[src/rtl/core/speck128_cbc_decrypt_core_macros.svh]
// Assertion helpers for the block decrypt core.
`ifndef SPECK128_CBC_DECRYPT_CORE_MACROS_SVH
`define SPECK128_CBC_DECRYPT_CORE_MACROS_SVH

// Same-cycle implication, held off during reset.
`define S128D_ASSERT_NOW(label, clk, rstn, ante, cons, msg) \
    label: assert property (@(posedge clk) disable iff (!(rstn)) (ante) |-> (cons)) \
        else $error(msg);

// Next-cycle implication, held off during reset.
`define S128D_ASSERT_NEXT(label, clk, rstn, ante, cons, msg) \
    label: assert property (@(posedge clk) disable iff (!(rstn)) (ante) |=> (cons)) \
        else $error(msg);

`endif

[src/rtl/core/s128d_ram.sv]
module s128d_ram #(
    parameter int WIDTH = 64,
    parameter int DEPTH = 45
) (
    input  logic                                   aclk,
    input  logic                                   we,
    input  logic [((DEPTH > 1) ? $clog2(DEPTH) : 1)-1:0] waddr,
    input  logic [WIDTH-1:0]                       wdata,
    input  logic [((DEPTH > 1) ? $clog2(DEPTH) : 1)-1:0] raddr,
    output logic [WIDTH-1:0]                       rdata
);

    logic [WIDTH-1:0] mem_reg [DEPTH];
    logic [WIDTH-1:0] rdata_reg;

    always_ff @(posedge aclk) begin
        if (we) begin
            mem_reg[waddr] <= wdata;
        end
        rdata_reg <= mem_reg[raddr];
    end

    assign rdata = rdata_reg;

endmodule

[config.mk]
export PLATFORM = sky130hd
export DESIGN_NAME = s128d_ram
export DESIGN_NICKNAME = d
export VERILOG_FILES = /design/src/rtl/core/speck128_cbc_decrypt_core_macros.svh /design/src/rtl/core/s128d_ram.sv
export SDC_FILE = /design/constraint.sdc
export NUM_CORES = 2
export LEC_CHECK = 0
export BUFFER_PORTS_ARGS = -buffer_cell sky130_fd_sc_hd__buf_4
export CAP_MARGIN = 20
export CELL_PAD_IN_SITES_DETAIL_PLACEMENT = 0
export CELL_PAD_IN_SITES_GLOBAL_PLACEMENT = 1
export CORE_MARGIN = 5
export CORE_UTILIZATION = 50
export CTS_BUF_LIST = sky130_fd_sc_hd__clkbuf_4
export DETAILED_ROUTE_END_ITERATION = 10
export PLACE_DENSITY_LB_ADDON = 0.15
export SYNTH_ARGS = -nofsm -noshare
export SYNTH_HDL_FRONTEND = slang
export SYNTH_SLANG_ARGS = --single-unit
[constraint.sdc]
create_clock -name aclk -period 6.65 [get_ports aclk]
set_clock_uncertainty 0.2 [all_clocks]
set_input_delay 0.3325 -clock aclk [delete_from_list [all_inputs] [get_ports aclk]]
set_output_delay 0.3325 -clock aclk [all_outputs]
set_load 0.01 [all_outputs]
# Yosys cells after proc, flatten, opt, wreduce, memory -nomap -nowiden
# Memories as Yosys holds them, arrays and structs flattened. A register that Yosys moved wholly into a read port is not among the register bits.
# Cells that the tools add are included.
[totals]
reg_bits = 0
ramBits = 2880
out_inout_bits = 64
word_cells = 3
n_memories = 1
[op_classes]
mux = 2
[memory_table]
columns = ["name", "words", "word_bits", "rd", "rd_ports_with_merged_regs", "wr", "line_no", "source"]
rows = [
  ["mem_reg", 45, 64, 1, 1, 1, "s128d_ram.sv:13", "logic [WIDTH-1:0] mem_reg [DEPTH];"],
]
[op_table]
columns = ["cell", "n"]
rows = [
  ["$mux 1", 2],
]

# Logic depth before layout (Yosys ltp)
[logic_depth]
depth_word = 2
mapped_depth = 10

# Worst setup path after synthesis
# OpenSTA, ideal clock, no wires.
[synth_path]
path_kind = "in2reg"
from = "in we"
to = "mem mem_reg[16][0], enable pin"
t_arrival_ns = 5.468
required_ns = 5.885
setup_slack_ns = 0.417
path_stages = 3
cell_sequence = "nor2b_1 or3b_2 nor3_1"
[synth_between]
elab_chain_len = 2
[synth_lines]
columns = ["element", "line_no", "source"]
rows = [
  ["from (decl)", "s128d_ram.sv:6", "input logic we,"],
  ["$mux 1", "s128d_ram.sv:17", "if (we) begin"],
  ["$mux 1 (not written as such)", "s128d_ram.sv:18", "mem_reg[waddr] <= wdata;"],
  ["to (decl)", "s128d_ram.sv:13", ""],
]
# No other way between the ends.

==> results by group <==
Outcome
  • Status: finished, final reports clean

Detailed routing
  • Max Used Layer: met5
  • Drt first-iter violations: 6295
  • Met2 wire len: 153000 um
  • Met3 wire length: 24400 um
  • Total number of vias: 58.8k
  • Post-DRT Antenna Nets: 0
  • Vias per cell: 6.01
  • Per-cell routed wire length: 31.8 um
  • DR pass1 iterations: 5
  • DRT met1 WL: 128000 um
  • Post-Route WL: 311000 um
  • # DRC: 0

Worst setup path
  • CP most frequent cell: dlygate4sd3_1
  • Max incr delay on CP: 0.81 ns
  • Crit-path cells: dlygate4sd3_1 > dlygate4sd3_1 > buf_8 > nand2_4 > buf_4 > o21ai_0 > nor3_1 > nor3_1 > dlygate4sd3_1 > a211o_1 > dlygate4sd3_1
  • Worst setup SP type: input pin
  • Critical path fanouts, max: 42
  • Crit Path Category: in -> reg
  • Max stage delay cell, worst path: buf_4
  • Worst setup EP type: flip-flop
  • CP Data Arrival Time: 5.05 ns
  • WP data required: 7.75 ns

Synthesis
  • Mapped Cells: 5281
  • Top-area cell type share of the netlist area: 77.4%
  • Sequential share of the synthesized area: 78.6%
  • Synth area leader: edfxtp_1
  • Top cells by area, synth: edfxtp_1, mux4_2, mux2i_1, dfxtp_1, a22oi_1
  • Yosys reg bits: 2944
  • Syn Area/Cell: 21.2 um^2
  • Yosys warns: 0
  • Syn nets: 5359
  • Post-synthesis cell type count: 39
  • Cell area after synthesis: 0.112 mm^2

Finish
  • Layout Nets: 6326
  • Area Growth Syn to Fin: 15.7%
  • Fraction of layout cells with a size suffix above 1: 30.4%
  • Max reg flops: 2880
  • Layout Utilization: 58.2%

Floorplanning
  • Die Y: 483 um
  • Row cnt: 173
  • Die extent in x: 483 um
  • Initial Utilization: 50.3%
  • Die area: 0.233 mm^2
  • CORE AREA: 0.222 mm^2
  • IO Count: 142

GRT
  • Initial antenna violation count: 8
  • Largest net degree at the start of global routing: 122
  • First-pass GRT wire length: 439000 um
  • Total grt overflow: 0
  • Vias in the first global route: 60.1k
  • Total track usage: 26.7%

Clocking
  • TritonCTS clock tree: done
  • Cts repair resizes: 0
  • Total setup buffers inserted after CTS: 0
  • CTS sink count: 2944
  • CTS buffer count: 750
  • H-tree levels: 6
  • CTS max path bufs: 4
  • Clk slew on worst S/H paths: 0.07 ns
  • Clk_lat worst skew: 1.42 ns
  • Root Driver: clkbuf_4

Worst hold path
  • Hold Crit Class: in -> reg

Timing
  • Fin Setup TNS: 0 ns
  • Setup Viol. Count Final: 0
  • Endpoints failing hold: 0
  • Actual slew at the worst max-slew pin: 1.20 ns
  • Final worst path period share: 59.4%
  • Fmax: 253 MHz
  • WHS: 0.173 ns
  • Final Worst Setup Slack: 2.70 ns
  • Slew Limit Fails: 0
  • RSZ-0062 raised after global routing: no
  • Rel. slew slack: 19.8%
  • Min Tclk post-route: 3.95 ns

Run
  • Max-Cap Viols: 0

Placed design
  • I/O Buffers: 141
  • Gpl congestion: 0.759
  • HPWL after DPL: 149000 um
  • DP Worst Slack: 2.61 ns

Power
  • Pwr Total: 37.8 mW
  • Power per Cell Area: 292 mW/mm^2
  • Leak pwr: 43.5 nW
  • Peak VDD IR: 0.212 mV
-- metrics by stage --
step | cell area, um^2 | cells
floorplan | 112000 | 5281
detailed placement | 117000 | 8236
global placement | 117000 | 8235
finish | 129000 | 9783
CTS | 129000 | 9778
global route | 129000 | 9783
-- critical path, delay by kind of cell --
| kind | cells | cell delay (ns) |
|---|---|---|
| AOI/OAI and AO/OA | 2 | 0.43 |
| and+or+nand+nor | 3 | 0.94 |
| buffers and inverters | 6 | 3.28 |
-- layout by cell type, fill, tap and decap left out, types with 20 or more instances in the layout --
cell           count
a211o_1           30
clkbuf_4        1151
a22oi_1          127
o21ai_0           61
o22ai_1          110
o311ai_0          22
or4_1             20
edfxtp_1        2880
mux4_2           463
a211oi_1         101
dlygate4sd3_1    168
nor2_4            42
buf_4            255
dfxtp_1           64
clkinv_1         119
nand2_1           57
buf_12            93
nor3_1            85
nor2_1            74
mux2i_1          651
a21oi_1           66
nor2b_1           55
-- logic make-up (layout without fill, tap and decap cells) --
group,after synthesis,after routing,share of synthesized area (%)
DFF,2944,2944,78.6
muxes,1116,1116,15.2
AOI/OAI and AO/OA,534,534,3.22
and+or+nand+nor,382,382,1.67
buffers and inverters,305,1828,1.37
other,0,4,0
-- where the power goes --
group	internal, mW	total, mW	switching (mW)
combinational	0.813	2.00	1.18
clock	8.10	15.2	7.08
sequential	20.5	20.6	0.0903
-- final timing paths --
path	startpoint	endpoint	slack, ns	cells past startpoint
setup / recovery	raddr[2]	rdata[50]$_DFF_P_	2.70	11
hold / removal	waddr[0]	mem_reg[35][0]$_DFFE_PP_	0.17	4
setup reg to reg	mem_reg[3][50]$_DFFE_PP_	rdata[50]$_DFF_P_	3.65	7
hold reg to reg	mem_reg[44][4]$_DFFE_PP_	rdata[4]$_DFF_P_	0.46	2
-- routing by layer --
layer | GRT usage (%) | up-vias
li1 | - | 24500
met1 | 37.5 | 31200
met2 | 43.4 | 2718
met3 | 5.31 | 408
met4 | 7.47 | 2
met5 | 0 | -
-- final cells by class --
type                    count  area, um^2
fillers                 16700       93000
flip-flops and latches   2944       87800
multi-input cells        2032       22800
clock buffers            1151        8640
repair buffers            520        5530
well taps                2975        3720
clock inverters           157         811
diodes                      4        10.0
-- synthesized netlist by cell type (all sizes together) --
cell type  number
nand4           3
a22oi         127
a211oi        101
nor4            9
nor2          117
nand2          58
o21bai          2
and2            1
o2111ai         1
nand3b          2
or2             3
o22a            1
dfxtp          64
a21oi          66
or4            20
mux2i         651
o211ai          1
mux4          463
o21ai          72
buf           170
mux2            2
o311ai         22
clkbuf        135
o22ai         110
or3             2
edfxtp       2880
a22o            1
nor2b          58
nor3           89
nand2b          8
or3b            1
a211o          30
nand3          10
nand4b          1
-- repair_timing --
item,4_1_cts,5_1_grt
endpoints found under the hold margin,5334,0
setup endpoints to repair,0,0
hold buffers,234,0
Power figures use the tool's default switching activity.
