[src/rtl/core/speck128_cbc_decrypt_core_macros.svh]
// Assertion helpers for the block decrypt core.
`ifndef SPECK128_CBC_DECRYPT_CORE_MACROS_SVH
`define SPECK128_CBC_DECRYPT_CORE_MACROS_SVH

// Same-cycle implication, held off during reset.
`define S128D_ASSERT_NOW(label, clk, rstn, ante, cons, msg) \
    label: assert property (@(posedge clk) disable iff (!(rstn)) (ante) |-> (cons)) \
        else $error(msg);

// Next-cycle implication, held off during reset.
`define S128D_ASSERT_NEXT(label, clk, rstn, ante, cons, msg) \
    label: assert property (@(posedge clk) disable iff (!(rstn)) (ante) |=> (cons)) \
        else $error(msg);

`endif

[src/rtl/core/s128d_pkg.sv]
package s128d_pkg;

    localparam int WORD_W    = 64;
    localparam int CFG_IDX_W = 1;
    localparam int ROT_A     = 8;
    localparam int ROT_B     = 3;

    localparam logic [CFG_IDX_W-1:0] CFG_KEY_LOW  = 1'b0;
    localparam logic [CFG_IDX_W-1:0] CFG_KEY_HIGH = 1'b1;

    localparam logic REQ_LOAD_IV = 1'b0;
    localparam logic REQ_DECRYPT = 1'b1;

    typedef logic [WORD_W-1:0] word_t;

    typedef struct packed {
        logic  req_type;
        word_t word_first;
        word_t word_second;
        logic  is_last;
    } in_word_t;

    typedef struct packed {
        word_t plain_first;
        word_t plain_second;
        logic  last_out;
    } out_word_t;

    function automatic word_t rotl64(input word_t v, input int unsigned s);
        return (v << s) | (v >> (WORD_W - s));
    endfunction

    function automatic word_t rotr64(input word_t v, input int unsigned s);
        return (v >> s) | (v << (WORD_W - s));
    endfunction

endpackage

[src/rtl/core/s128d_round.sv]
module s128d_round (
    input  s128d_pkg::word_t x_in,
    input  s128d_pkg::word_t y_in,
    input  s128d_pkg::word_t round_key,
    output s128d_pkg::word_t x_out,
    output s128d_pkg::word_t y_out
);
    import s128d_pkg::*;

    word_t y_mix;

    assign y_mix = rotr64(y_in ^ x_in, ROT_B);
    assign y_out = y_mix;
    assign x_out = rotl64((x_in ^ round_key) - y_mix, ROT_A);

endmodule

[config.mk]
export PLATFORM = sky130hd
export DESIGN_NAME = s128d_round
export DESIGN_NICKNAME = d
export VERILOG_FILES = /design/src/rtl/core/speck128_cbc_decrypt_core_macros.svh /design/src/rtl/core/s128d_pkg.sv /design/src/rtl/core/s128d_round.sv
export SDC_FILE = /design/constraint.sdc
export NUM_CORES = 1
export LEC_CHECK = 0
export BUFFER_PORTS_ARGS = -buffer_cell sky130_fd_sc_hd__buf_2
export CORE_AREA = 2 2 123 125
export DETAILED_ROUTE_END_ITERATION = 12
export DIE_AREA = 0 0 125 127
export PLACE_DENSITY_LB_ADDON = 0.05
export SLEW_MARGIN = 10
export SYNTH_ARGS = -nofsm -noshare
export SYNTH_HDL_FRONTEND = slang
export SYNTH_SLANG_ARGS = --single-unit
export TNS_END_PERCENT = 50
[constraint.sdc]
create_clock -name vclk -period 3.6
set_input_delay 0.18 -clock vclk [all_inputs]
set_output_delay 0.18 -clock vclk [all_outputs]
set_load 0.005 [all_outputs]
# Word-level counts from Yosys, hierarchy flattened
# Cells that the tools add are included.
# totals
register_bits	0
inputBits	192
output_inout_bits	128
word_cells	5
# classes
addsub	1
bitwise_logic	4
# op_table
op	count
$xor A64 B64 Y64	2
$or A61 B64 Y64	1
$or A64 B8 Y64	1
$sub A64 B64 Y64	1

# Depth between registers and ports, before layout
# Gate-level depths: netlist (run 1).
# depth
ltp_word	4
ltp_mapped	13

# Worst setup path after synthesis (run 1)
# No wires, ideal clock.
# synth_timing
path_type	input -> output
startpoint	input port x_in[3]
endpoint	output port x_out[0]
arrival_time_ns	2.850
setup_slack_ns	0.570
stages	13
path_cell_list	xor2_1 ha_1 inv_1 fa_1 a21o_1 a221oi_2 o2111ai_4 a31oi_2 o21ai_1 a21o_1 a21boi_1 o211ai_1 xor2_1
# synth_between
elab_chain_len	4
word_cells_on_any_way	5
# synth_lines
item	line_no	source
from (decl)	s128d_round.sv:2	input s128d_pkg::word_t x_in,
$xor A64 B64 Y64	s128d_round.sv:12	assign y_mix = rotr64(y_in ^ x_in, ROT_B);
$or A61 B64 Y64	s128d_pkg.sv:34	return (v >> s) | (v << (WORD_W - s));
$sub A64 B64 Y64 (*)	s128d_round.sv:14	assign x_out = rotl64((x_in ^ round_key) - y_mix, ROT_A);
$or A64 B8 Y64 (*)	s128d_pkg.sv:30	return (v << s) | (v >> (WORD_W - s));
to (decl)	s128d_round.sv:5	output s128d_pkg::word_t x_out,
# Mark *: on every way between the ends. The rest lies on a longest branch, timed or not.

# Worst setup path after layout (run 1)
# Ends and elaborated chain as after synthesis.

==> results of run 1 <==
[worst max-delay path, delay by kind of cell]
| kind | cells | cell delay, ns |
|---|---|---|
| xor gates and xnor gates | 2 | 0.34 |
| adders and majority gates | 2 | 0.59 |
| AOI/OAI and AO/OA | 8 | 1.59 |
| buffers and inverters | 4 | 0.48 |
[cell usage in the layout, fill, tap and decap left out, types with 8 or more instances in the layout]
| cell type | instances |
|---|---|
| ha_1 | 63 |
| nand3_1 | 20 |
| o21ai_0 | 34 |
| nand4_1 | 12 |
| nor3_1 | 9 |
| nor2b_1 | 8 |
| a21o_1 | 36 |
| buf_2 | 320 |
| a31oi_1 | 11 |
| nor2_1 | 44 |
| xnor2_1 | 106 |
| o21bai_1 | 13 |
| xor2_1 | 84 |
| a21oi_1 | 70 |
| inv_1 | 73 |
| nand2_1 | 57 |
| o21a_1 | 8 |
[what timing repair did]
item | 4_1_cts | 5_1_grt
hold buffers | 0 | 0
resized for setup | 0 | 4
endpoints found under the setup margin | 0 | 5
[kinds of logic (layout without fill, tap and decap cells)]
group	after synthesis	after routing
compound gates	220	220
xor+xnor	190	190
fa+ha+maj	64	64
buf+inv	93	400
simple gates	183	183
[power by group]
part	switching (W)	internal [W]	total, W
combinational	0.00128	0.00105	0.00234
clock	0	0	0
sequential	0	0	0
[layer usage]
layer  vias up  GRT usage, %  share of wire [%]
met3         8          1.63                5.2
met2       206          37.7                 48
met1      2791          28.3                 46
met4         0          1.37               0.73
met5         -             0                  0
li1       3239             -                  -
[through the flow]
step / instance area, µm² / total power (W) / instances
finish: 6980 / 0.00234 / 1241
global route: 6980 / 0.00259 / 1241
CTS: 6960 / 0.00235 / 1241
detailed placement: 6960 / 0.00234 / 1241
global placement: 6960 / 0.00235 / 1241
floorplan: 5150 / 0.00144 / 750
[layout make-up]
class | instances | area share (%)
Tap cell | 184 | 3.30
Multi-Input combinational cell | 657 | 69.1
Inverter | 73 | 3.93
Timing Repair Buffer | 327 | 23.7
[how the worst min path moves through the flow]
stage / from / endpoint / slack [ns]
final: y_in[1] / y_out[62] / 0.65
after global routing: y_in[1] / y_out[62] / 0.67
after detailed placement: y_in[1] / y_out[62] / 0.65
after global placement: y_in[1] / y_out[62] / 0.65
after floorplan: x_in[1] / y_out[62] / 0.42
after CTS: y_in[1] / y_out[62] / 0.65
==> flow_metrics.py, run 1 <==
metrics = {
    "floorplanning": {
        "placementRows": 44,
        "core_area_um2": 14400,
        "ios": 320,
        "fp.dieArea_um2": 15900,
        "initial_core_util_pct": 35.7,
        "dieWidth_um": 125,
        "fp.dieH_um": 127,
    },
    "routing": {
        "routed-via-count": 6244,
        "drt_drc_violations_left": 0,
        "post_drt_via_cell_ratio": 5.03,
        "first_iter_violations": 297,
        "drt-total-wl_um": 17700,
        "ant_nets": 0,
        "dr.pass1.iters": 5,
        "wl_per_cell_um": 14.3,
    },
    "logic_synthesis": {
        "netlist_area_um2": 5150,
        "synth_top_area_cell": "xnor2_1",
        "post_synth_fa_ha_maj_area_fraction_pct": 15.7,
        "synth_area_leaders": "xnor2_1, ha_1, xor2_1",
        "synth_commonest_cells": "xnor2_1, xor2_1, inv_1",
        "seq_area_frac_synth_pct": 0,
        "syn_nets": 1006,
        "yosysTopAreaCellShare_pct": 18.0,
        "synth_xor_area_share_pct": 32.3,
        "synth-compound-area-share_pct": 28.3,
        "yosysWarnings": 0,
        "synthCells": 750,
        "synth.area.mux_share_pct": 0,
        "synthSimpleGateAreaFrac_pct": 16.9,
        "synth_most_common_cell": "xnor2_1",
        "avgSynthCellArea_um2": 6.87,
        "synth_top_family_by_area": "XOR/XNOR gates",
        "synth_cell_types": 55,
    },
    "sta": {
        "fin_crit_sh_pct": 93.9,
        "setup_slack_ns": 0.220,
        "hold_slack_ns": 0.646,
        "slew_violations": 0,
        "tightest_slew_ns": 0.482,
        "final-hold-violation-count": 0,
        "rsz0062_at_grt": "false",
        "maxSlewHeadroom_pct": 67.5,
        "finalSetupTns_ns": 0,
        "min_period_ns": 3.38,
        "final-setup-viol-count": 0,
        "fmax_mhz": 296,
    },
    "power_and_ir_drop": {
        "p_leak_nw": 3.68,
        "power_density_nw_per_um2": 335,
        "worst_ir_drop_vdd_uv": 111,
    },
    "setup_path": {
        "crit_type": "input pin to primary output",
        "cpPeakStageDelay_ns": 0.39,
        "timing.critical_path.fanout_max": 3,
        "cp_slowest_cell": "fa_1",
        "worstSetupStartpoint": "x_in[3]",
        "cp.arrival_ns": 3.20,
        "crit_path_end_kind": "primary output",
        "worstPathRequired_ns": 3.42,
        "crit_end": "x_out[0]",
        "crit_chain": "buf_2, xor2_1, ha_1, inv_1, fa_1, a21o_1, a221oi_2, buf_4, o2111ai_4, a31oi_2, o21ai_1, a21o_1, a21boi_2, o211ai_1, xor2_1, buf_2",
        "critPathLaunchType": "input pin",
    },
    "final_layout": {
        "final_nets": 1315,
        "drive_gt1_share_pct": 32.2,
        "final_util_pct": 48.4,
        "diodes": 0,
        "nFlopsAndLatches": 0,
        "syn2layout_area_growth_pct": 35.4,
        "area.sequential_um2": 0,
        "n_clock_buffer": 0,
        "multi_input_area_um2": 4820,
        "n_fill_cell": 1604,
    },
    "worst_hold_path": {
        "hold_depth": 3,
        "hold_class": "input pin to primary output",
    },
    "place": {
        "place.gp.congestion": 0.868,
        "portBuffers": 320,
        "dp_hpwl_um": 15900,
        "post-place-ws_ns": 0.191,
    },
    "global_routing": {
        "grt-ovfl-total": 0,
        "antenna_found_initial": 0,
        "track_usage_pct": 20.8,
        "grt_pass1_wl_um": 28700,
        "grt_pass1_vias": 5908,
        "grt_max_degree": 12,
    },
    "outcome": {
        "status": "finished, final reports clean",
    },
    "clock_tree": {
        "post_cts_buffers": 0,
    },
    "run": {
        "maxCapViolCount": 0,
    },
}
Power figures use the tool's default switching activity.
==> run 2: changes to the inputs <==
- ABC_AREA: default -> 1
- CORE_AREA: 2 2 123 125 -> default
- CORE_MARGIN: default -> 2
- CORE_UTILIZATION: default -> 51
- DIE_AREA: 0 0 125 127 -> default
==> run 2 against run 1 <==
Non-clock buffer count down 7. Fmax increased by 23%. Combinational power up 14%. Die area fell by 3.9%. Worst setup slack better by 0.64 ns. Global-route usage rose by 12 points. Hold slack worse by 0.023 ns. Sequential cell count unchanged. Utilization is 17 points higher. Critical endpoint is now x_out[4]. Highest routed layer unchanged.
==> flow_metrics.py, run 2 <==
metrics = {
    "place": {
        "placed_cell_area_um2": 9100,
        "portBuffers": 320,
        "post-place-ws_ns": 0.875,
        "dp_hpwl_um": 23700,
        "place.gp.congestion": 0.980,
    },
    "final_layout": {
        "final_cell_mix": "nand2_1, inv_1, buf_2",
        "drive_gt1_share_pct": 20.6,
        "nFlopsAndLatches": 0,
        "final_nets": 2055,
        "syn2layout_area_growth_pct": 25.0,
        "stdcell_area_um2": 9100,
        "area.sequential_um2": 0,
        "final_common_cell": "nand2_1",
        "n_clock_buffer": 0,
        "diodes": 0,
        "final_util_pct": 65.3,
        "n_fill_cell": 1379,
    },
    "floorplanning": {
        "dieWidth_um": 124,
        "ios": 320,
        "placementRows": 43,
        "core_area_um2": 13900,
        "fp.dieH_um": 124,
        "initial_core_util_pct": 52.3,
        "fp.dieArea_um2": 15300,
    },
    "setup_path": {
        "timing.critical_path.fanout_max": 4,
        "critPathLaunchType": "input pin",
        "worstPathRequired_ns": 3.42,
        "crit_path_end_kind": "primary output",
        "crit_type": "input pin to primary output",
        "cp.arrival_ns": 2.56,
    },
    "power_and_ir_drop": {
        "p_leak_nw": 6.42,
        "worst_ir_drop_vdd_uv": 170,
        "power_density_nw_per_um2": 292,
    },
    "routing": {
        "dr.pass1.iters": 7,
        "drt_drc_violations_left": 0,
        "drt-total-wl_um": 25800,
        "post_drt_via_cell_ratio": 4.81,
        "ant_nets": 0,
        "first_iter_violations": 629,
        "wl_per_cell_um": 13.0,
        "routed-via-count": 9508,
    },
    "logic_synthesis": {
        "synth_commonest_cells": "nand2_1, inv_1, xor2_1",
        "synth_top_area_cell": "nand2_1",
        "syn_nets": 1734,
        "synth_most_common_cell": "nand2_1",
        "synth_area_leaders": "nand2_1, inv_1, xor2_1",
        "yosysWarnings": 0,
        "yosysTopAreaCellShare_pct": 30.8,
        "avgSynthCellArea_um2": 4.93,
        "synthCells": 1478,
        "synth_cell_types": 23,
        "seq_area_frac_synth_pct": 0,
        "netlist_area_um2": 7290,
    },
    "clock_tree": {
        "cts_hold_buf": 0,
        "post_cts_resized": 0,
        "post_cts_buffers": 0,
    },
    "sta": {
        "final-hold-violation-count": 0,
        "maxSlewHeadroom_pct": 70.6,
        "fmax_mhz": 364,
        "finalSetupTns_ns": 0,
        "slew_violations": 0,
        "tightest_slew_ns": 0.438,
        "min_period_ns": 2.74,
        "rsz0062_at_grt": "false",
        "setup_slack_ns": 0.856,
        "fin_crit_sh_pct": 76.2,
        "final-setup-viol-count": 0,
    },
    "global_routing": {
        "grt_max_degree": 8,
        "track_usage_pct": 32.4,
        "grt_pass1_wl_um": 39400,
        "grt-ovfl-total": 0,
        "grt_pass1_vias": 8583,
        "antenna_found_initial": 0,
    },
    "worst_hold_path": {
        "hold_end": "y_out[7]",
        "hold_depth": 3,
        "hold_class": "input pin to primary output",
        "min_from": "y_in[10]",
    },
    "outcome": {
        "status": "finished, final reports clean",
    },
    "run": {
        "maxCapViolCount": 0,
    },
}
run 2: changes by cell type after synthesis, sizes merged, moves of 10 or more:
cell	previous run	this run
xor2	84	156
a21oi	71	41
nand2	58	619
o21ai	41	2
clkbuf	19	0
xnor2	106	4
nand3	20	56
a21o	36	0
o21bai	13	3
a31oi	12	0
inv	73	384
nor2	44	118
run 2: critical path: stages:
cell     delay (ns)
buf_2          0.12
xor2_1         0.19
ha_1           0.17
inv_1          0.08
fa_1           0.45
nand3_1        0.14
nand3_2        0.15
nand2_1        0.11
nand2_2        0.10
nand2_1        0.08
nand2_1        0.13
nand2_1        0.12
nand2_2        0.08
nand2_1        0.14
nand2_1        0.07
nand2_1        0.05
nand2_1        0.07
buf_2          0.13
run 2: how the worst max path moves through the flow:
stage                     startpoint  endpoint  slack [ns]  cells past startpoint
final                        x_in[3]  x_out[4]        0.86                     18
after global routing         x_in[3]  x_out[4]        0.60                     18
after CTS                    x_in[3]  x_out[4]        0.87                     18
after detailed placement     x_in[3]  x_out[4]        0.87                     18
after global placement       x_in[3]  x_out[4]        0.89                     18
after floorplan              x_in[3]  x_out[4]        1.60                     16
run 2: area by class of cell:
cell class | instances | area (µm²) | share of cell area (%)
Multi-Input combinational cell | 1093 | 5840 | 64.1
Inverter | 384 | 1440 | 15.8
Timing Repair Buffer | 320 | 1600 | 17.6
Tap cell | 180 | 225 | 2.47
run 2: kinds of logic after synthesis:
family	synth area share, %
AO/OA/AOI/OAI	3.31
XOR/XNOR	19.2
adder cells (fa/ha/maj)	11.1
buffers and inverters	19.9
AND/OR/NAND/NOR	46.5
run 2: metal layers:
metal	vias up	share of wire, %	GRT usage (%)	wire length [µm]
li1	4947	-	-	-
met1	4120	44	42.5	11300
met2	400	46	57.7	11800
met3	41	7.5	2.21	1930
met4	0	2.8	7.67	719
met5	-	0	0	0
run 2: report_power, final:
group / internal (W) / switching (W) / leakage, nW / total, W
logic: 0.000983 / 0.00168 / 6.42 / 0.00266
clock network: 0 / 0 / 0 / 0
registers: 0 / 0 / 0 / 0
total: 0.000983 / 0.00168 / 6.42 / 0.00266
run 2: through the flow:
stage	total power, W	hold slack [ns]	instances
final	0.00266	0.623	1977
after global routing	0.00296	0.637	1977
after CTS	0.00263	0.627	1977
after detailed placement	0.00262	0.624	1977
after global placement	0.00258	0.622	1977
after floorplan	0.00163	0.422	1478
==> run 3: changes to the inputs <==
- CORE_UTILIZATION: 51 -> 46
- clock period: 3.6 -> 2.3 ns (I/O delays scaled with it)
==> run 3 against run 2 <==
Global-route usage decreased by 5.3 points. Final area rose by 10%. Combinational power is 73% higher. Critical path depth fell by 6. Hold slack got worse by 0.13 ns. Total power is 73% higher. First-iteration DRC count decreased by 34%. Sequential cell count unchanged. Clock-buffer cell count stayed put. Critical path type unchanged. Critical endpoint is now x_out[39]. Highest routed layer unchanged.
==> flow_metrics.py, run 3 (synthesis gave the netlist of run 2 again) <==
metrics = {
    "floorplanning": {
        "dieWidth_um": 130,
        "fp.dieArea_um2": 16900,
        "initial_core_util_pct": 46.5,
        "ios": 320,
        "fp.dieH_um": 130,
        "core_area_um2": 15700,
        "placementRows": 46,
    },
    "sta": {
        "maxSlewHeadroom_pct": 80.8,
        "final-setup-viol-count": 0,
        "finalSetupTns_ns": 0,
        "slew_violations": 0,
        "fmax_mhz": 454,
        "final-hold-violation-count": 0,
        "fin_crit_sh_pct": 95.7,
        "min_period_ns": 2.20,
        "tightest_slew_ns": 0.288,
        "rsz0062_at_grt": "true",
        "hold_slack_ns": 0.493,
    },
    "final_layout": {
        "nFlopsAndLatches": 0,
        "syn2layout_area_growth_pct": 38.0,
        "fin_cells": 2045,
        "diodes": 0,
        "drive_gt1_share_pct": 29.6,
        "n_fill_cell": 1677,
        "n_clock_buffer": 0,
        "area.sequential_um2": 0,
        "final_cell_mix": "nand2_1, inv_1, buf_2",
        "final_nets": 2087,
        "final_common_cell": "nand2_1",
        "multi_input_area_um2": 6500,
    },
    "routing": {
        "drt-total-wl_um": 25300,
        "post_drt_via_cell_ratio": 4.57,
        "routed-via-count": 9349,
        "first_iter_violations": 416,
        "wl_per_cell_um": 12.4,
        "dr.pass1.iters": 5,
        "drt_drc_violations_left": 0,
        "ant_nets": 0,
    },
    "global_routing": {
        "grt.busiest_layer": "met2",
        "gr-usage-met3_pct": 0.902,
        "grt_pass1_vias": 7899,
        "grt_max_degree": 8,
        "antenna_found_initial": 0,
        "grt-ovfl-total": 0,
        "groute.layer.met1.usage_pct": 33.8,
        "track_usage_pct": 27.1,
        "grt_pass1_wl_um": 37000,
        "grt_use_met2_pct": 51.1,
    },
    "power_and_ir_drop": {
        "power_density_nw_per_um2": 458,
        "p_leak_nw": 6.59,
        "worst_ir_drop_vdd_uv": 208,
    },
    "worst_hold_path": {
        "hold_class": "input pin to primary output",
        "hold_depth": 3,
        "min_from": "y_in[17]",
        "hold_end": "y_out[14]",
    },
    "setup_path": {
        "timing.critical_path.fanout_max": 4,
        "crit_path_end_kind": "primary output",
        "worstPathRequired_ns": 2.18,
        "cp.arrival_ns": 2.09,
        "crit_type": "input pin to primary output",
        "critPathLaunchType": "input pin",
    },
    "outcome": {
        "status": "finished, final reports clean",
    },
    "place": {
        "dp_hpwl_um": 22500,
        "portBuffers": 320,
        "place.gp.congestion": 0.945,
        "dp_cells": 2043,
    },
    "run": {
        "maxCapViolCount": 0,
    },
    "clock_tree": {
        "cts_hold_buf": 0,
    },
}
run 3: routing by layer:
metal / wire length (µm) / part of all wire (%)
met1: 10800 / 43
met5: 0 / 0
met3: 1160 / 4.6
met4: 711 / 2.8
met2: 12600 / 50
run 3: power breakdown:
part	internal, W	switching, W	total [W]
combinational	0.00184	0.00277	0.00461
clock	0	0	0
sequential	0	0	0
run 3: final cells by class:
type / instances / area share (%)
Tap cell: 216 / 2.69
Inverter: 384 / 14.3
Multi-Input combinational cell: 1093 / 64.7
Timing Repair Buffer: 352 / 18.3
run 3: critical path, cell delays in order:
cell     delay, ns
buf_2         0.12
xor2_1        0.21
inv_1         0.08
ha_2          0.37
nand2_2       0.13
nor2_2        0.18
nand2_1       0.14
nor3_2        0.12
nand2_1       0.08
nand2_2       0.12
xor2_1        0.25
buf_2         0.16
run 3: worst max-delay path by stage:
stage / start / to / slack [ns] / cells past startpoint
after floorplan: x_in[3] / x_out[4] / 0.43 / 16
after global placement: x_in[8] / x_out[1] / 0.01 / 15
after detailed placement: x_in[8] / x_out[1] / 0.004 / 15
after CTS: x_in[0] / x_out[4] / 0.01 / 18
after global routing: x_in[26] / x_out[58] / -0.05 / 16
final: x_in[21] / x_out[39] / 0.1 / 12
run 3: stage by stage:
stage | util, % | power (W) | worst slack, ns | instance area (µm²)
2_1_floorplan | - | 0.00256 | 0.425 | 7290
3_3_place_gp | 59.9 | 0.00421 | 0.0122 | 9380
3_5_place_dp | 59.9 | 0.00423 | 0.00430 | 9380
4_1_cts | 59.9 | 0.00426 | 0.0122 | 9380
5_1_grt | 64.2 | 0.00512 | -0.0548 | 10100
6_report | 64.2 | 0.00461 | 0.0994 | 10100
run 3: repair_timing:
item / 4_1_cts / 5_1_grt
hold endpoints to repair: 0 / 0
setup buffers: 0 / 2
pin swaps: 0 / 9
setup endpoints to repair: 4 / 44
resized for setup: 2 / 154
