[config.mk]
export PLATFORM = sky130hd
export DESIGN_NAME = s128d_ksched
export DESIGN_NICKNAME = d
export VERILOG_FILES = /design/src/rtl/core/speck128_cbc_decrypt_core_macros.svh /design/src/rtl/core/s128d_pkg.sv /design/src/rtl/core/s128d_ksched.sv
export SDC_FILE = /design/constraint.sdc
export NUM_CORES = 1
export LEC_CHECK = 0
export BUFFER_PORTS_ARGS = -buffer_cell sky130_fd_sc_hd__buf_2
export CAP_MARGIN = 20
export CORE_MARGIN = 4
export CORE_UTILIZATION = 62
export CTS_CLUSTER_SIZE = 40
export DETAILED_ROUTE_END_ITERATION = 8
export GPL_ROUTABILITY_DRIVEN = 0
export PLACE_DENSITY_LB_ADDON = 0.15
export SETUP_SLACK_MARGIN = 0.05
export SYNTH_ARGS = -nofsm -noshare
export SYNTH_HDL_FRONTEND = slang
export SYNTH_SLANG_ARGS = --single-unit
[constraint.sdc]
create_clock -name aclk -period 13.2 [get_ports aclk]
set_input_delay 0.66 -clock aclk [delete_from_list [all_inputs] [get_ports aclk]]
set_output_delay 0.66 -clock aclk [all_outputs]
set_load 0.03 [all_outputs]
[src/rtl/core/speck128_cbc_decrypt_core_macros.svh]
// Assertion helpers for the block decrypt core.
`ifndef SPECK128_CBC_DECRYPT_CORE_MACROS_SVH
`define SPECK128_CBC_DECRYPT_CORE_MACROS_SVH

// Same-cycle implication, held off during reset.
`define S128D_ASSERT_NOW(label, clk, rstn, ante, cons, msg) \
    label: assert property (@(posedge clk) disable iff (!(rstn)) (ante) |-> (cons)) \
        else $error(msg);

// Next-cycle implication, held off during reset.
`define S128D_ASSERT_NEXT(label, clk, rstn, ante, cons, msg) \
    label: assert property (@(posedge clk) disable iff (!(rstn)) (ante) |=> (cons)) \
        else $error(msg);

`endif

[src/rtl/core/s128d_pkg.sv]
package s128d_pkg;

    localparam int WORD_W    = 64;
    localparam int CFG_IDX_W = 1;
    localparam int ROT_A     = 8;
    localparam int ROT_B     = 3;

    localparam logic [CFG_IDX_W-1:0] CFG_KEY_LOW  = 1'b0;
    localparam logic [CFG_IDX_W-1:0] CFG_KEY_HIGH = 1'b1;

    localparam logic REQ_LOAD_IV = 1'b0;
    localparam logic REQ_DECRYPT = 1'b1;

    typedef logic [WORD_W-1:0] word_t;

    typedef struct packed {
        logic  req_type;
        word_t word_first;
        word_t word_second;
        logic  is_last;
    } in_word_t;

    typedef struct packed {
        word_t plain_first;
        word_t plain_second;
        logic  last_out;
    } out_word_t;

    function automatic word_t rotl64(input word_t v, input int unsigned s);
        return (v << s) | (v >> (WORD_W - s));
    endfunction

    function automatic word_t rotr64(input word_t v, input int unsigned s);
        return (v >> s) | (v << (WORD_W - s));
    endfunction

endpackage

[src/rtl/core/s128d_ksched.sv]
module s128d_ksched #(
    parameter int ROUND_COUNT = 45
) (
    input  logic                                             aclk,
    input  logic                                             aresetn,
    input  logic                                             start,
    input  s128d_pkg::word_t                                 key_low,
    input  s128d_pkg::word_t                                 key_high,
    output logic                                             ram_we,
    output logic [((ROUND_COUNT > 1) ? $clog2(ROUND_COUNT) : 1)-1:0] ram_waddr,
    output s128d_pkg::word_t                                 ram_wdata,
    output logic                                             done
);
    import s128d_pkg::*;

    localparam int IDX_W = (ROUND_COUNT > 1) ? $clog2(ROUND_COUNT) : 1;
    localparam logic [IDX_W-1:0] LAST_RND = IDX_W'(ROUND_COUNT - 1);

    logic             active_reg;
    logic [IDX_W-1:0] cnt_reg;
    word_t            k_reg;
    word_t            b_reg;
    word_t            b_next;
    word_t            k_next;

    assign b_next = (rotr64(b_reg, ROT_A) + k_reg) ^ WORD_W'(cnt_reg);
    assign k_next = rotl64(k_reg, ROT_B) ^ b_next;

    always_ff @(posedge aclk) begin
        if (!aresetn) begin
            active_reg <= 1'b0;
            cnt_reg    <= '0;
        end else if (start) begin
            active_reg <= 1'b1;
            cnt_reg    <= '0;
        end else if (active_reg) begin
            if (cnt_reg == LAST_RND) begin
                active_reg <= 1'b0;
            end
            cnt_reg <= cnt_reg + 1'b1;
        end
    end

    always_ff @(posedge aclk) begin
        if (start) begin
            k_reg <= key_low;
            b_reg <= key_high;
        end else if (active_reg) begin
            k_reg <= k_next;
            b_reg <= b_next;
        end
    end

    assign ram_we    = active_reg;
    assign ram_waddr = cnt_reg;
    assign ram_wdata = k_reg;
    assign done      = active_reg && (cnt_reg == LAST_RND);

endmodule

Yosys cells after proc, flatten, opt, wreduce, memory -nomap -nowiden
Index checks and enable logic that the tools add are counted.

storage, ports and cells
  bits in registers = 135
  bits of input ports = 131
  output and inout bits = 72
  word-level logic and storage cells = 22

cells by class
  $add $sub $neg = 2
  equal/unequal tests = 1
  multiplexer cells = 7
  bitwise logic cells = 5
  reductions and logical operators = 3

operators by type and width
  operator                                                        number
  64-bit two-way mux                                              4
  64-bit adder                                                    1
  56-bit by 64-bit bitwise OR with 64-bit output                  1
  64-bit by 3-bit bitwise OR with 64-bit output                   1
  64-bit by 6-bit bitwise XOR with 64-bit output                  1
  64-bit bitwise XOR                                              1
  6-bit by 1-bit adder with 6-bit output (second input constant)  1
  6-bit equality test (second input constant)                     1
  1-bit two-way mux                                               3
  2-bit nonzero test                                              1
  2-bit OR reduction                                              1
  1-bit logical AND                                               1
  1-bit inverter                                                  1

Depth between registers and ports, before layout
Gate-level depths: netlist (run 1).

  depth after elaboration = 6
  depth in mapped cells = 12
  depth with buffers taken out = 12

Worst setup path before layout (run 1)
Ideal clock, no wire load.

  path type = input port to flip-flop
  start = input start
  end = register b_reg[0], enable pin
  library setup time = 1.111 ns
  arrival time = 3.723 ns
  data required time = 12.089 ns
  slack = 8.367 ns
  stages = 5
  buffers on the path = 3
  cell sequence = clkbuf_1 inv_2 buf_1 clkbuf_1 nand2_1

between the ends
  longest elaborated chain between the ends = 1

ends and longest elaborated chain
  element                              line                source
  start, declared                      s128d_ksched.sv:6   input logic start,
  2-bit nonzero test (no source line)  n/a
  end signal, assigned                 s128d_ksched.sv:47  b_reg <= key_high;
  end signal, assigned                 s128d_ksched.sv:50  b_reg <= b_next;
  end, declared                        s128d_ksched.sv:22  word_t b_reg;

No other way between the ends.
A chain may end at the register's enable or synchronous reset.

Worst setup path in the final report (run 1)
  start = register k_reg[25], in the netlist ram_wdata[25]
  end = register k_reg[60], in the netlist ram_wdata[60] (data pin)

between the ends
  longest elaborated chain between the ends = 5

ends and longest elaborated chain
  element                                         line                source
  start, declared                                 s128d_ksched.sv:21  word_t k_reg;
  start signal, assigned                          s128d_ksched.sv:46  k_reg <= key_low;
  start signal, assigned                          s128d_ksched.sv:49  k_reg <= k_next;
  64-bit adder                                    s128d_ksched.sv:26  assign b_next = (rotr64(b_reg, ROT_A) + k_reg) ^ WORD_W'(cnt_reg);
  64-bit by 6-bit bitwise XOR with 64-bit output  s128d_ksched.sv:26
  64-bit bitwise XOR                              s128d_ksched.sv:27  assign k_next = rotl64(k_reg, ROT_B) ^ b_next;
  64-bit two-way mux                              s128d_ksched.sv:48  end else if (active_reg) begin
  64-bit two-way mux                              s128d_ksched.sv:45  if (start) begin

No other way between the ends. The select of a mux whose other input is x is not followed.

==> flow_summary.json, run 1 <==
{
  "status": "finished, final reports clean",
  "port_buffers": 202,
  "postCtsSetupBuffers": 0,
  "fin_skew_ns": 0.0102,
  "numCtsBuffers": 17,
  "tightest_slew_ns": 0.973,
  "ys_seq_area_frac": 0.366,
  "synth-edff-count": 128,
  "final_min_period_over_clock_period": 0.269,
  "crit_path_end_kind": "flip-flop",
  "synth_area_um2": 10900,
  "met3_usage": 0.0594,
  "insertion_delay_ns": 0.43,
  "fill_cells": 1364,
  "cts_resized": 0,
  "rows": 48,
  "cts.sinks": 135,
  "wl_per_cell_um": 18.5,
  "grtUsageMet2": 0.468,
  "max_cap_violations": 0,
  "grt_use_total": 0.286,
  "core_um2": 17200,
  "finalHoldViolCount": 0,
  "synthArstFlopShare": 0,
  "dieArea_um2": 19700,
  "vias": 9406,
  "slew_headroom": 0.351,
  "rsz0062_at_grt": "false",
  "finalNetCount": 1512,
  "worstPathArrival_ns": 3.72,
  "drv_slew": 0,
  "yosysWarnings": 0,
  "htree_levels": 4,
  "fmax_mhz": 282,
  "ant_nets": 0,
  "start_util": 0.631,
  "dieHeight_um": 140,
  "io_pins": 203,
  "die_width_um": 140,
  "hold_ws_ns": 0.469,
  "fin_tns_setup_ns": 0,
  "cts_tree": "done",
  "required_ns": 13.37,
  "crit_fanout": 7,
  "ctsHoldBuffers": 0,
  "mostFrequentLayoutCells": "nand2_1 (209), buf_2 (201), edfxtp_1 (128)",
  "clockBufferDepth": 2,
  "grt_antenna_before_repair": 1,
  "hpwl_um": 21800,
  "busiest_layer": "met2",
  "routed_wl_um": 28800,
  "diodes": 0,
  "crit_type": "flip-flop to flip-flop",
  "final_common_cell": "nand2_1",
  "setup_viol": 0,
  "via_per_inst": 6.06,
  "synth_flop_cell": "edfxtp_1",
  "hold_class": "input port to flip-flop",
  "drt-initial-drc-count": 779,
  "synthCells": 1157,
  "grt_pass1_vias": 9148,
  "syn-num-nets": 1354,
  "grt_pass1_wl_um": 45700,
  "ys_seq_elements": 135,
  "setup.worst_path.start_class": "flip-flop",
  "gr-total-overflow": 0,
  "root_buffer": "clkbuf_16",
  "syn_avg_cell_area_um2": 9.40,
  "drive_above_1_share": 0.233,
  "syn2layout_area_growth_pct": 13.5,
  "drtPass1Iterations": 6,
  "fin_crit_ns": 3.55,
  "grt_max_degree": 74,
  "clkTransAtPathRegs_ns": 0.06,
  "synth.distinct_cells": 95,
  "globalRouteMet1Util": 0.391,
  "drc": 0
}
## final timing paths
path	start	end	cells after the start	slack, ns
max reg2reg	ram_wdata[25]	ram_wdata[60]	10	9.65
min reg2reg	ram_waddr[5]	ram_waddr[5]	2	0.59
min	aresetn	ram_we	2	0.47
max	ram_wdata[25]	ram_wdata[60]	10	9.65
## per-stage QoR
step                utilization  cells  instance area [µm²]  setup slack, ns
finish                    0.716   1553                12300             9.65
floorplan                     -   1157                10900             8.37
CTS                       0.716   1553                12300             9.63
global route              0.716   1553                12300             9.46
detailed placement        0.683   1521                11800             9.69
global placement          0.683   1521                11800             9.83
## per-layer routing
| layer | wire length, µm | up-vias |
|---|---|---|
| met3 | 2240 | 35 |
| met4 | 374 | 2 |
| li1 | - | 4530 |
| met5 | 9 | - |
| met1 | 12400 | 4450 |
| met2 | 13800 | 389 |
## cell type report
type | count | area, µm² | area share
inverters | 23 | 86.3 | 0.00699
well taps | 225 | 282 | 0.0228
multi-input cells | 932 | 6370 | 0.516
clock inverters | 15 | 151 | 0.0123
flip-flops and latches | 135 | 3980 | 0.323
repair buffers | 206 | 1040 | 0.0845
clock buffers | 17 | 425 | 0.0345
## cell usage after synthesis, drive strengths merged (7+ instances only)
| cell | n | share of area |
|---|---|---|
| nand2 | 211 | 0.073 |
| edfxtp | 128 | 0.35 |
| o21ai | 107 | 0.051 |
| a21oi | 85 | 0.043 |
| xnor2 | 85 | 0.068 |
| ha | 65 | 0.075 |
| nor2 | 63 | 0.022 |
| clkbuf | 38 | 0.020 |
| xor2 | 37 | 0.030 |
| mux2 | 32 | 0.033 |
| nand4 | 31 | 0.018 |
| buf | 28 | 0.018 |
| a21o | 25 | 0.017 |
| inv | 23 | 0.0079 |
| nor3 | 17 | 0.0093 |
| o21bai | 17 | 0.012 |
| o21a | 12 | 0.0083 |
| a31oi | 9 | 0.0066 |
| xnor3 | 9 | 0.019 |
| dfxtp | 7 | 0.013 |
| nand2b | 7 | 0.0040 |
| nand3 | 7 | 0.0032 |
| or3 | 7 | 0.0040 |
## critical path, stage by stage (launching register included)
cell and delay (ns):
edfxtp_1 0.42, ha_1 0.44, a21oi_1 0.15, o21bai_1 0.25, a21oi_1 0.14, a2111oi_0 0.54, nand2_1 0.25, a211oi_1 0.46
a21oi_1 0.21, xnor2_1 0.17, mux2_2 0.26
## cells by family (layout without fill, tap and decap cells)
kind of cell / Yosys count / after routing / share of synthesized area
muxes: 35 / 35 / 0.0359
AOI/OAI and AO/OA: 324 / 324 / 0.199
DFF: 135 / 135 / 0.366
xor gates and xnor gates: 132 / 132 / 0.119
buffers and inverters: 90 / 261 / 0.0486
adders and majority gates: 66 / 66 / 0.0766
and+or+nand+nor: 375 / 375 / 0.155
Power of run 1 is left out: the tool's default activity adds up to more than one toggle a clock period on the data nets, which glitch-free logic cannot reach.
==> run 2: changes to the inputs <==
- CORE_UTILIZATION: 62 -> 52
- clock period: 13.2 -> 3.23 ns (I/O delays scaled with it)
==> flow_summary.json, run 2 (synthesis results as in run 1) <==
{
  "status": "finished, final reports clean",
  "grt_antenna_before_repair": 0,
  "fin_skew_ns": 0.0133,
  "fmax_mhz": 312,
  "drv_slew": 0,
  "tightest_slew_ns": 0.771,
  "r2r_end": "ram_wdata[62]",
  "root_buffer": "clkbuf_16",
  "mostFrequentLayoutCells": "nand2_1 (206), buf_2 (201), edfxtp_1 (128)",
  "grt_pass1_wl_um": 49900,
  "core_um2": 20400,
  "clockBufferDepth": 2,
  "post-route-util": 0.679,
  "max_cap_violations": 0,
  "rr_worst_depth": 11,
  "grt_pass1_vias": 9611,
  "hold_depth": 3,
  "crit_type": "flip-flop to flip-flop",
  "rsz0062_at_grt": "true",
  "path_delay_family": "compound AO/OA/AOI/OAI gates",
  "slew_headroom": 0.481,
  "slowest_stage": "edfxtp_1",
  "clkTransAtPathRegs_ns": 0.07,
  "met3_usage": 0.0497,
  "ant_nets": 0,
  "cts.sinks": 135,
  "wl_per_cell_um": 18.8,
  "via_per_inst": 5.74,
  "final_area_um2": 13900,
  "reg2reg_slack_ns": 0.02,
  "slowest_delay_ns": 0.44,
  "grt_max_degree": 129,
  "hold_ws_ns": 0.00623,
  "numCtsBuffers": 17,
  "final_common_cell": "nand2_1",
  "rows": 52,
  "place_inst": 1659,
  "fin_cells": 1720,
  "hold_end": "b_reg[18]",
  "grtUsageMet2": 0.442,
  "gr-total-overflow": 0,
  "routed_wl_um": 32300,
  "crit_path_end_kind": "flip-flop",
  "finalHoldViolCount": 0,
  "cp_num_buf_inv": 1,
  "final_min_period_over_clock_period": 0.993,
  "setup_viol": 0,
  "syn2layout_area_growth_pct": 27.6,
  "grt_use_total": 0.262,
  "drive_above_1_share": 0.339,
  "vias": 9873,
  "path_cells": "ha_1, a21oi_1, o21ai_0, a221oi_2, o22ai_1, a21oi_4, a211oi_4, buf_6, o2111ai_4, mux2i_1, nor3_2",
  "globalRouteMet1Util": 0.354,
  "drtPass1Iterations": 5,
  "rr_startpoint": "ram_wdata[25]",
  "required_ns": 3.41,
  "crit_fanout": 5,
  "htree_levels": 4,
  "crit_start": "ram_wdata[25]",
  "hold_class": "input port to flip-flop",
  "diodes": 0,
  "worstPathArrival_ns": 3.38,
  "insertion_delay_ns": 0.43,
  "die_width_um": 153,
  "dieArea_um2": 23300,
  "drc": 0,
  "finalNetCount": 1634,
  "drt-initial-drc-count": 953,
  "busiest_layer": "met2",
  "setup.worst_path.start_class": "flip-flop",
  "port_buffers": 202,
  "cts_tree": "done",
  "holdCritStartpoint": "key_high[18]",
  "fin_crit_ns": 3.21,
  "dpl-instance-area_um2": 12500,
  "dieHeight_um": 153,
  "io_pins": 203,
  "start_util": 0.533,
  "hpwl_um": 24000
}
run 2: cell types whose count changed in the layout (fill, tap and decap cells not counted), moves of 8 or more:
cell           before  now
a21oi_1            77   64
buf_4               5  114
dlygate4sd3_1       0    9
ha_1               65   43
ha_2                0    8
ha_4                0   14
run 2: worst max path at each step:
| stage | to | cells past startpoint |
|---|---|---|
| floorplan | ram_wdata[58] | 12 |
| global placement | ram_wdata[60] | 11 |
| detailed placement | ram_wdata[58] | 13 |
| CTS | ram_wdata[58] | 11 |
| global route | ram_wdata[62] | 14 |
| finish | ram_wdata[62] | 11 |
run 2: timing repair:
item | 4_1_cts | 5_1_grt
gates resized for setup | 15 | 87
hold endpoints to repair | 9 | 0
setup buffers | 5 | 15
endpoints found under the setup margin | 20 | 51
pin swaps | 5 | 37
hold buffers | 9 | 0
run 2: metrics by stage:
step	setup WS, ns	TNS (ns)
after floorplan	0.0343	0
after global placement	0.0487	0
after detailed placement	-0.0810	-0.130
after CTS	0.0188	0
after global routing	-0.0626	-0.164
final	0.0231	0
run 2: cell type report:
cell class	instances	area (µm²)
sequential	135	3980
clock buffer	20	458
multi-input combinational	932	6920
inverter	23	86.3
tap	270	338
clock inverter	12	92.6
timing repair buffer	328	2010
fill	1667	6550
run 2: worst min-delay path: stages:
cell     delay [ns]
buf_2          0.07
nand2_1        0.05
nand2_1        0.05
run 2: routing by layer:
| layer | share of wire | wire (µm) |
|---|---|---|
| met1 | 0.43 | 14000 |
| met2 | 0.49 | 15800 |
| met3 | 0.062 | 2000 |
| met4 | 0.015 | 489 |
| met5 | 0 | 0 |
Power of run 2 is left out for the same reason.
==> run 3: changes to the inputs <==
- ABC_AREA: default -> 1
- CORE_UTILIZATION: 52 -> 53
==> flow_summary.json, run 3 <==
{
  "mostFrequentLayoutCells": "nand2_1 (756), inv_1 (270), buf_2 (201)",
  "required_ns": 3.41,
  "dieArea_um2": 24900,
  "synthTopCellsByArea": "edfxtp_1 (32%), nand2_1 (24%), inv_1 (8.5%)",
  "grt_antenna_before_repair": 0,
  "setup_viol": 0,
  "hold_class": "input port to flip-flop",
  "synth_common_cells": "nand2_1 (757), inv_1 (270), edfxtp_1 (128)",
  "fin_tns_setup_ns": 0,
  "synth_fa_ha_area_frac": 0.0702,
  "synth_top_family_by_area": "simple AND/OR/NAND/NOR gates",
  "crit_start": "ram_wdata[0]",
  "dpl-instance-area_um2": 13200,
  "root_buffer": "clkbuf_16",
  "io_pins": 203,
  "ant_nets": 0,
  "synth_top_area_cell": "edfxtp_1",
  "fmax_mhz": 363,
  "cp_num_buf_inv": 2,
  "slew_headroom": 0.287,
  "start_util": 0.541,
  "final_common_cell": "nand2_1",
  "synthCells": 1819,
  "numCtsBuffers": 17,
  "setup.worst_path.start_class": "flip-flop",
  "synth-edff-count": 128,
  "cts.sinks": 135,
  "drt-initial-drc-count": 1345,
  "clockBufferDepth": 2,
  "ys_seq_elements": 135,
  "drv_slew": 0,
  "tightest_slew_ns": 1.07,
  "rows": 54,
  "postCtsSetupBuffers": 0,
  "insertion_delay_ns": 0.44,
  "drc": 0,
  "path_cells": "ha_1, inv_1, fa_1, inv_1, nand4_1, nand2_1, nand2_1, nand2_2, nand2_1, nand2_1, nand2_1, nand3b_1, nand3_1, nand2_1, o21ai_1",
  "path_delay_family": "simple AND/OR/NAND/NOR gates",
  "fin_crit_ns": 2.76,
  "synth-xor-area-share": 0.00590,
  "rsz0062_at_grt": "false",
  "syn_avg_cell_area_um2": 6.53,
  "yosysWarnings": 0,
  "synth_flop_cell": "edfxtp_1",
  "holdCritStartpoint": "key_high[58]",
  "die_width_um": 158,
  "status": "finished, final reports clean",
  "yosys.area_share.simple": 0.377,
  "diodes": 0,
  "worstPathArrival_ns": 2.94,
  "syn-num-nets": 2016,
  "syn2layout_area_growth_pct": 16.4,
  "rr_startpoint": "ram_wdata[0]",
  "crit_path_end_kind": "flip-flop",
  "dieHeight_um": 158,
  "yosysMostFrequentCell": "nand2_1",
  "slowest_stage": "fa_1",
  "synth.distinct_cells": 42,
  "synthArstFlopShare": 0,
  "vias": 12378,
  "synth_mux_area_frac": 0.0118,
  "crit_fanout": 4,
  "wl_per_cell_um": 16.2,
  "drtPass1Iterations": 6,
  "via_per_inst": 5.35,
  "finalNetCount": 2219,
  "drive_above_1_share": 0.157,
  "cp_common_cell": "nand2_1",
  "ys_seq_area_frac": 0.336,
  "grt_use_total": 0.300,
  "gr-total-overflow": 0,
  "grt_pass1_wl_um": 58700,
  "core_um2": 22000,
  "slowest_delay_ns": 0.40,
  "crit_type": "flip-flop to flip-flop",
  "synth_top_area_frac": 0.324,
  "finalHoldViolCount": 0,
  "cts_resized": 0,
  "ctsHoldBuffers": 4,
  "final_min_period_over_clock_period": 0.853,
  "fin_skew_ns": 0.00981,
  "synth-compound-area-share": 0.101,
  "synth_area_um2": 11900,
  "final_area_um2": 13800,
  "grt_pass1_vias": 11496,
  "port_buffers": 202,
  "max_cap_violations": 0,
  "htree_levels": 4,
  "hpwl_um": 29700,
  "routed_wl_um": 37500,
  "cts_tree": "done",
  "hold_ws_ns": 0.000562,
  "clkTransAtPathRegs_ns": 0.06,
  "grt_max_degree": 175
}
## run 3: final timing paths
| path | end | slack, ns | depth (start not counted) |
|---|---|---|---|
| max | ram_wdata[38] | 0.47 | 15 |
| min | b_reg[58] | 0.0006 | 3 |
| max reg2reg | ram_wdata[38] | 0.47 | 15 |
| min reg2reg | ram_waddr[2] | 0.55 | 2 |
## run 3: final cells by class
| type | count | area (µm²) |
|---|---|---|
| Clock inverter | 10 | 76.3 |
| Clock buffer | 22 | 518 |
| Tap cell | 280 | 350 |
| Sequential cell | 135 | 3980 |
| Fill cell | 2058 | 8140 |
| Timing Repair Buffer | 213 | 1130 |
| Inverter | 276 | 1040 |
| Multi-Input combinational cell | 1379 | 6730 |
## run 3: cells by family (layout without fill, tap and decap cells)
group | after synthesis | in the layout
simple gates | 1063 | 1063
xor+xnor | 8 | 8
mux | 14 | 14
compound gates | 228 | 228
flops | 135 | 135
fa+ha+maj | 66 | 66
buf+inv | 305 | 521
## run 3: metal layers
metal / GRT usage / up-vias / routed length, µm / share of wire
met4: 0.0987 / 0 / 1120 / 0.030
met1: 0.407 / 5476 / 15800 / 0.42
met3: 0.0481 / 78 / 3420 / 0.091
met2: 0.491 / 593 / 17200 / 0.46
met5: 0 / - / 0 / 0
li1: - / 6231 / - / -
## run 3: tightest hold or removal path: cells and delay by family
kind | cells | cell delay (ns)
buffers and inverters | 1 | 0.07
and+or+nand+nor | 2 | 0.09
## run 3: stage by stage
stage	util	instances	setup slack, ns
global route	0.629	2315	0.283
CTS	0.629	2315	0.533
global placement	0.601	2279	0.597
finish	0.629	2315	0.475
detailed placement	0.601	2279	0.559
floorplan	-	1819	0.525
Power of run 3 is left out for the same reason.
